**src/rtl/core/wstq_pkg.sv**
```systemverilog
// wstq_pkg.sv: shared constants, codes and helpers of the task queue block.
// Depends on nothing; used by all RTL modules of the block.
`timescale 1ns / 1ps
`default_nettype none

package wstq_pkg;

  // Parameter defaults.
  localparam int unsigned NUM_EXECUTORS_DEF = 16;
  localparam int unsigned QUEUE_DEPTH_DEF   = 64;
  localparam int unsigned TASK_BITS_DEF     = 16;

  // Fixed field widths.
  localparam int unsigned CMD_W      = 1;
  localparam int unsigned ID_W       = 4;
  localparam int unsigned HANDLE_W   = 16;
  localparam int unsigned SRC_W      = 4;
  localparam int unsigned STATUS_W   = 2;
  localparam int unsigned ACTIVE_W   = 5;
  localparam int unsigned SEED_W     = 16;
  localparam int unsigned LFSR_W     = 16;
  localparam int unsigned CFG_IDX_W  = 1;
  localparam int unsigned CFG_DATA_W = 16;

  localparam logic [LFSR_W-1:0]   LFSR_TAPS    = 16'hB400;
  localparam logic [ACTIVE_W-1:0] ACTIVE_RESET = 5'd16;
  localparam logic [SEED_W-1:0]   SEED_RESET   = 16'd1;

  typedef enum logic [CFG_IDX_W-1:0] {
    CFG_ACTIVE = 1'b0,
    CFG_SEED   = 1'b1
  } cfg_idx_e;

  typedef enum logic [CMD_W-1:0] {
    CMD_ADD = 1'b0,
    CMD_GET = 1'b1
  } cmd_e;

  typedef enum logic [STATUS_W-1:0] {
    ST_OK     = 2'd0,
    ST_FULL   = 2'd1,
    ST_EMPTY  = 2'd2,
    ST_BAD_ID = 2'd3
  } status_e;

  // One right shift of the Galois LFSR.
  function automatic logic [LFSR_W-1:0] lfsr_step(input logic [LFSR_W-1:0] v);
    logic [LFSR_W-1:0] s;
    s = v >> 1;
    if (v[0]) begin
      s = s ^ LFSR_TAPS;
    end
    return s;
  endfunction

  // A zero seed would lock the LFSR, so it loads as one.
  function automatic logic [LFSR_W-1:0] seed_load(input logic [SEED_W-1:0] seed);
    logic [LFSR_W-1:0] v;
    v = LFSR_W'(seed);
    if (v == '0) begin
      v = LFSR_W'(1);
    end
    return v;
  endfunction

endpackage

`default_nettype wire

```
**src/rtl/core/wstq_mod.sv**
```systemverilog
// wstq_mod.sv: bit-serial remainder unit, one dividend bit per cycle.
// Depends on wstq_pkg.
`timescale 1ns / 1ps
`default_nettype none

module wstq_mod #(
  parameter int unsigned DIVIDEND_W = wstq_pkg::LFSR_W,
  parameter int unsigned DIVISOR_W  = 5
) (
  input  logic                  clk_i,
  input  logic                  rst_ni,
  input  logic                  start_i,
  input  logic [DIVIDEND_W-1:0] dividend_i,
  input  logic [DIVISOR_W-1:0]  divisor_i,
  output logic                  done_o,
  output logic [DIVISOR_W-1:0]  remainder_o
);
  import wstq_pkg::*;

  localparam int unsigned STEP_W = $clog2(DIVIDEND_W + 1);

  logic                  busy_q;
  logic                  done_q;
  logic [STEP_W-1:0]     step_q;
  logic [DIVIDEND_W-1:0] dvd_q;
  logic [DIVISOR_W-1:0]  dsr_q;
  logic [DIVISOR_W-1:0]  rem_q;
  logic [DIVISOR_W-1:0]  rem_d;
  logic [DIVISOR_W:0]    trial;

  // Shift the next dividend bit into the partial remainder and subtract if it fits.
  always_comb begin
    trial = {rem_q, dvd_q[DIVIDEND_W-1]};
    if (trial >= {1'b0, dsr_q}) begin
      rem_d = DIVISOR_W'(trial - {1'b0, dsr_q});
    end else begin
      rem_d = DIVISOR_W'(trial);
    end
  end

  always_ff @(posedge clk_i or negedge rst_ni) begin
    if (!rst_ni) begin
      busy_q <= 1'b0;
      done_q <= 1'b0;
      step_q <= '0;
    end else begin
      done_q <= 1'b0;
      if (start_i) begin
        busy_q <= 1'b1;
        step_q <= '0;
      end else if (busy_q) begin
        step_q <= step_q + STEP_W'(1);
        if (step_q == STEP_W'(DIVIDEND_W - 1)) begin
          busy_q <= 1'b0;
          done_q <= 1'b1;
        end
      end
    end
  end

  always_ff @(posedge clk_i) begin
    if (start_i) begin
      dvd_q <= dividend_i;
      dsr_q <= divisor_i;
      rem_q <= '0;
    end else if (busy_q) begin
      dvd_q <= dvd_q << 1;
      rem_q <= rem_d;
    end
  end

  assign done_o      = done_q;
  assign remainder_o = rem_q;

endmodule

`default_nettype wire

```
**config.mk**
```make
export PLATFORM = sky130hd
export DESIGN_NAME = wstq_mod
export DESIGN_NICKNAME = d
export VERILOG_FILES = /design/src/rtl/core/wstq_pkg.sv /design/src/rtl/core/wstq_mod.sv
export SDC_FILE = /design/constraint.sdc
export NUM_CORES = 1
export LEC_CHECK = 0
export ABC_AREA = 1
export BUFFER_PORTS_ARGS = -buffer_cell sky130_fd_sc_hd__buf_2
export CORE_ASPECT_RATIO = 1.25
export CORE_UTILIZATION = 50
export DETAILED_ROUTE_END_ITERATION = 10
export PLACE_DENSITY = 0.81
export SLEW_MARGIN = 10
export SYNTH_ARGS = -nofsm -noshare
export SYNTH_HDL_FRONTEND = slang
export SYNTH_SLANG_ARGS = --single-unit
```
**constraint.sdc**
```tcl
create_clock -name clk_i -period 2 [get_ports clk_i]
set_input_delay 0.6 -clock clk_i [delete_from_list [all_inputs] [get_ports clk_i]]
set_output_delay 0.6 -clock clk_i [all_outputs]
set_load 0.1 [all_outputs]
```
==> out/metrics.cfg <==
[critical_path]
cp.required_ns=1.40
rr_endpoint=remainder_o[4]$_SDFFE_PP0P_
cp-end-kind=primary output
crit_start=remainder_o[4]$_SDFFE_PP0P_
reg2reg_depth=12
critPathBufInv=1
critPathTopFamily=flip-flops
start_kind=flip-flop
crit_chain=buf_2
worstSetupEndpoint=remainder_o[4]
critPathMaxStageDelay_ns=0.48
critical_path_arrival_ns=1.25
worstSetupPathType=flip-flop to primary output
cp_slowest_cell=dfxtp_1
critical_path_depth=1
path_max_fanout=4
rr_startpoint=dvd_q[15]$_DFFE_PP_
r2r_setup_slack_ns=0.26

[route]
first_pass_iters=4
vias_per_cell=4.87
routedWlPerCell_um=11.1
drt.antenna.violating_nets=0
wirelength_mm=2.91
drcViolationCount=0
drtIter0Drc=36
via_count=1270

[clock_tree]
clk_latency_ns=0.29
cts_tree=done
clk_pin_slew_ns=0.07
clock-sinks=33
cts_hold_buf=0
clock_path_buffers=2
cts_root_buffer=clkbuf_8
h-tree-depth=2
numCtsBuffers=5

[synthesis]
syn_nets=220
ys_seq_area_share_pct=53.8
yosys_register_bits=33
syn-instance-count=188
avgSynthCellArea_um2=8.95
post_synth_num_cell_types=25
yosys_warnings=0
netlist_area_mm2=0.00168

[cells_and_area]
final_cell_mix=nand2_1 (75), buf_2 (29), inv_1 (25)
drive_above_1_share_pct=28.1
fin_area_mm2=0.00196
final_common_cell=nand2_1
fill_cells=297
nNetsFinal=255
insertedDiodeCount=0
final_cells=261
area_growth_pct=16.7

[outcome]
status=completed

[place]
placed_cells=253
io_buffer_count=29
pre_cts_slack_ns=0.230
placed_cell_area_mm2=0.00187
gp_congestion=0.767
dp_hpwl_mm=2.16

[floorplanning]
die_y_um=66.9
initial_core_util_pct=52.7
num_io_pins=30
core-area_mm2=0.00319
die-area_mm2=0.00360
num_rows=23
dieWidth_um=53.9

[power_and_ir_drop]
p_leak_nw=1.01
peakVddDrop_v=0.000994
p_per_area_mw_per_mm2=1270

[global_routing]
grt_pass1_vias=1192
overflow=0
grt_pass1_wl_mm=4.80
grt_max_degree=27
antenna_found_initial=0
use_met1_pct=20.6
grt.total_usage_pct=19.3
use_met2_pct=33.5
busiest_layer=met2
use_met3_pct=7.31

[sta]
slew_headroom_pct=55.0
tightest_slew_ns=0.674
whs_ns=0.127
hold_viol=0
fin_crit_ns=1.85
setup_tns_ns=0
clock.fmax_mhz=542
finalSetupViolCount=0
setup_ws_ns=0.155
min_period_over_period_pct=92.3
rsz0062_at_grt=no
slew_violations=0
skew_ns=0.00465

[min_path]
hold_path.class=input pin to asynchronous set/reset pin

[job]
maxCapViolations=0

## flip-flops by register name, indices dropped and copies added, names as in the netlist
register	cells
remainder_o	5
step_q	5
done_o	1
dvd_q	16
busy_q	1
dsr_q	5
## cell families after synthesis
kind of cell             after synthesis  share of synthesized area, %
AND/OR/NAND/NOR                      108                          29.4
flip-flops                            33                          53.8
XOR/XNOR                               1                         0.521
AO/OA/AOI/OAI                          7                          2.38
buffers and inverters                 31                          7.43
adder cells (fa/ha/maj)                8                          6.39
## area by class of cell
class	instances	area [um^2]	share of cell area (%)
Inverter	28	105	5.35
Multi-Input combinational cell	124	654	33.3
Tap cell	37	46.3	2.36
Timing Repair Buffer	31	160	8.16
Clock inverter	3	17.5	0.892
Sequential cell	33	911	46.4
Clock buffer	5	68.8	3.51
## synthesized netlist by cell type
cell type / n / area, um^2
a21oi_1: 3 / 15.0
buf_2: 1 / 5.00
buf_4: 2 / 15.0
dfrtp_1: 7 / 175
dfxtp_1: 5 / 100
edfxtp_1: 21 / 631
fa_1: 1 / 20.0
ha_1: 7 / 87.6
inv_1: 25 / 93.8
inv_2: 3 / 11.3
nand2_1: 75 / 282
nand2_2: 5 / 31.3
nand2_4: 1 / 11.3
nand3_1: 8 / 40.0
nand3_2: 2 / 20.0
nand4_1: 1 / 6.26
nor2_1: 4 / 15.0
nor2_2: 3 / 18.8
nor2_4: 4 / 45.0
nor3_1: 4 / 20.0
nor4_1: 1 / 6.26
o21ai_0: 2 / 10.0
o21ai_2: 1 / 8.76
o22ai_1: 1 / 6.26
xnor2_1: 1 / 8.76
## report_power, final
part           switching, mW  leakage, nW  total, mW  internal [mW]
Clock                  0.249       0.0439      0.489          0.240
Sequential            0.0818        0.358      0.912          0.830
Combinational          0.788        0.607       1.10          0.314
Total                   1.12         1.01       2.50           1.38
## timing repair
action / 4_1_cts / 5_1_grt
resized for setup: 0 / 1
endpoints found under the setup margin: 0 / 1
setup buffers: 0 / 0
## metal layers
| layer | part of all wire (%) | wire (um) |
|---|---|---|
| met1 | 40 | 1170 |
| met2 | 53 | 1550 |
| met3 | 5.7 | 165 |
| met4 | 0.79 | 23 |
| met5 | 0 | 0 |
## worst min path at each step
stage / endpoint / cells after the start
floorplan: busy_q$_DFF_PN0_ / 0
global placement: step_q[1]$_DFFE_PN0P_ / 1
detailed placement: step_q[1]$_DFFE_PN0P_ / 1
CTS: step_q[1]$_DFFE_PN0P_ / 1
global route: step_q[1]$_DFFE_PN0P_ / 1
finish: step_q[1]$_DFFE_PN0P_ / 1
## stage by stage
stage | utilization (%) | power [mW]
2_1_floorplan | - | 1.83
3_3_place_gp | 58.7 | 2.00
3_5_place_dp | 58.7 | 2.03
4_1_cts | 61.4 | 2.52
5_1_grt | 61.5 | 2.67
6_report | 61.5 | 2.50
Note: power is estimated with default switching activity, not from simulation.
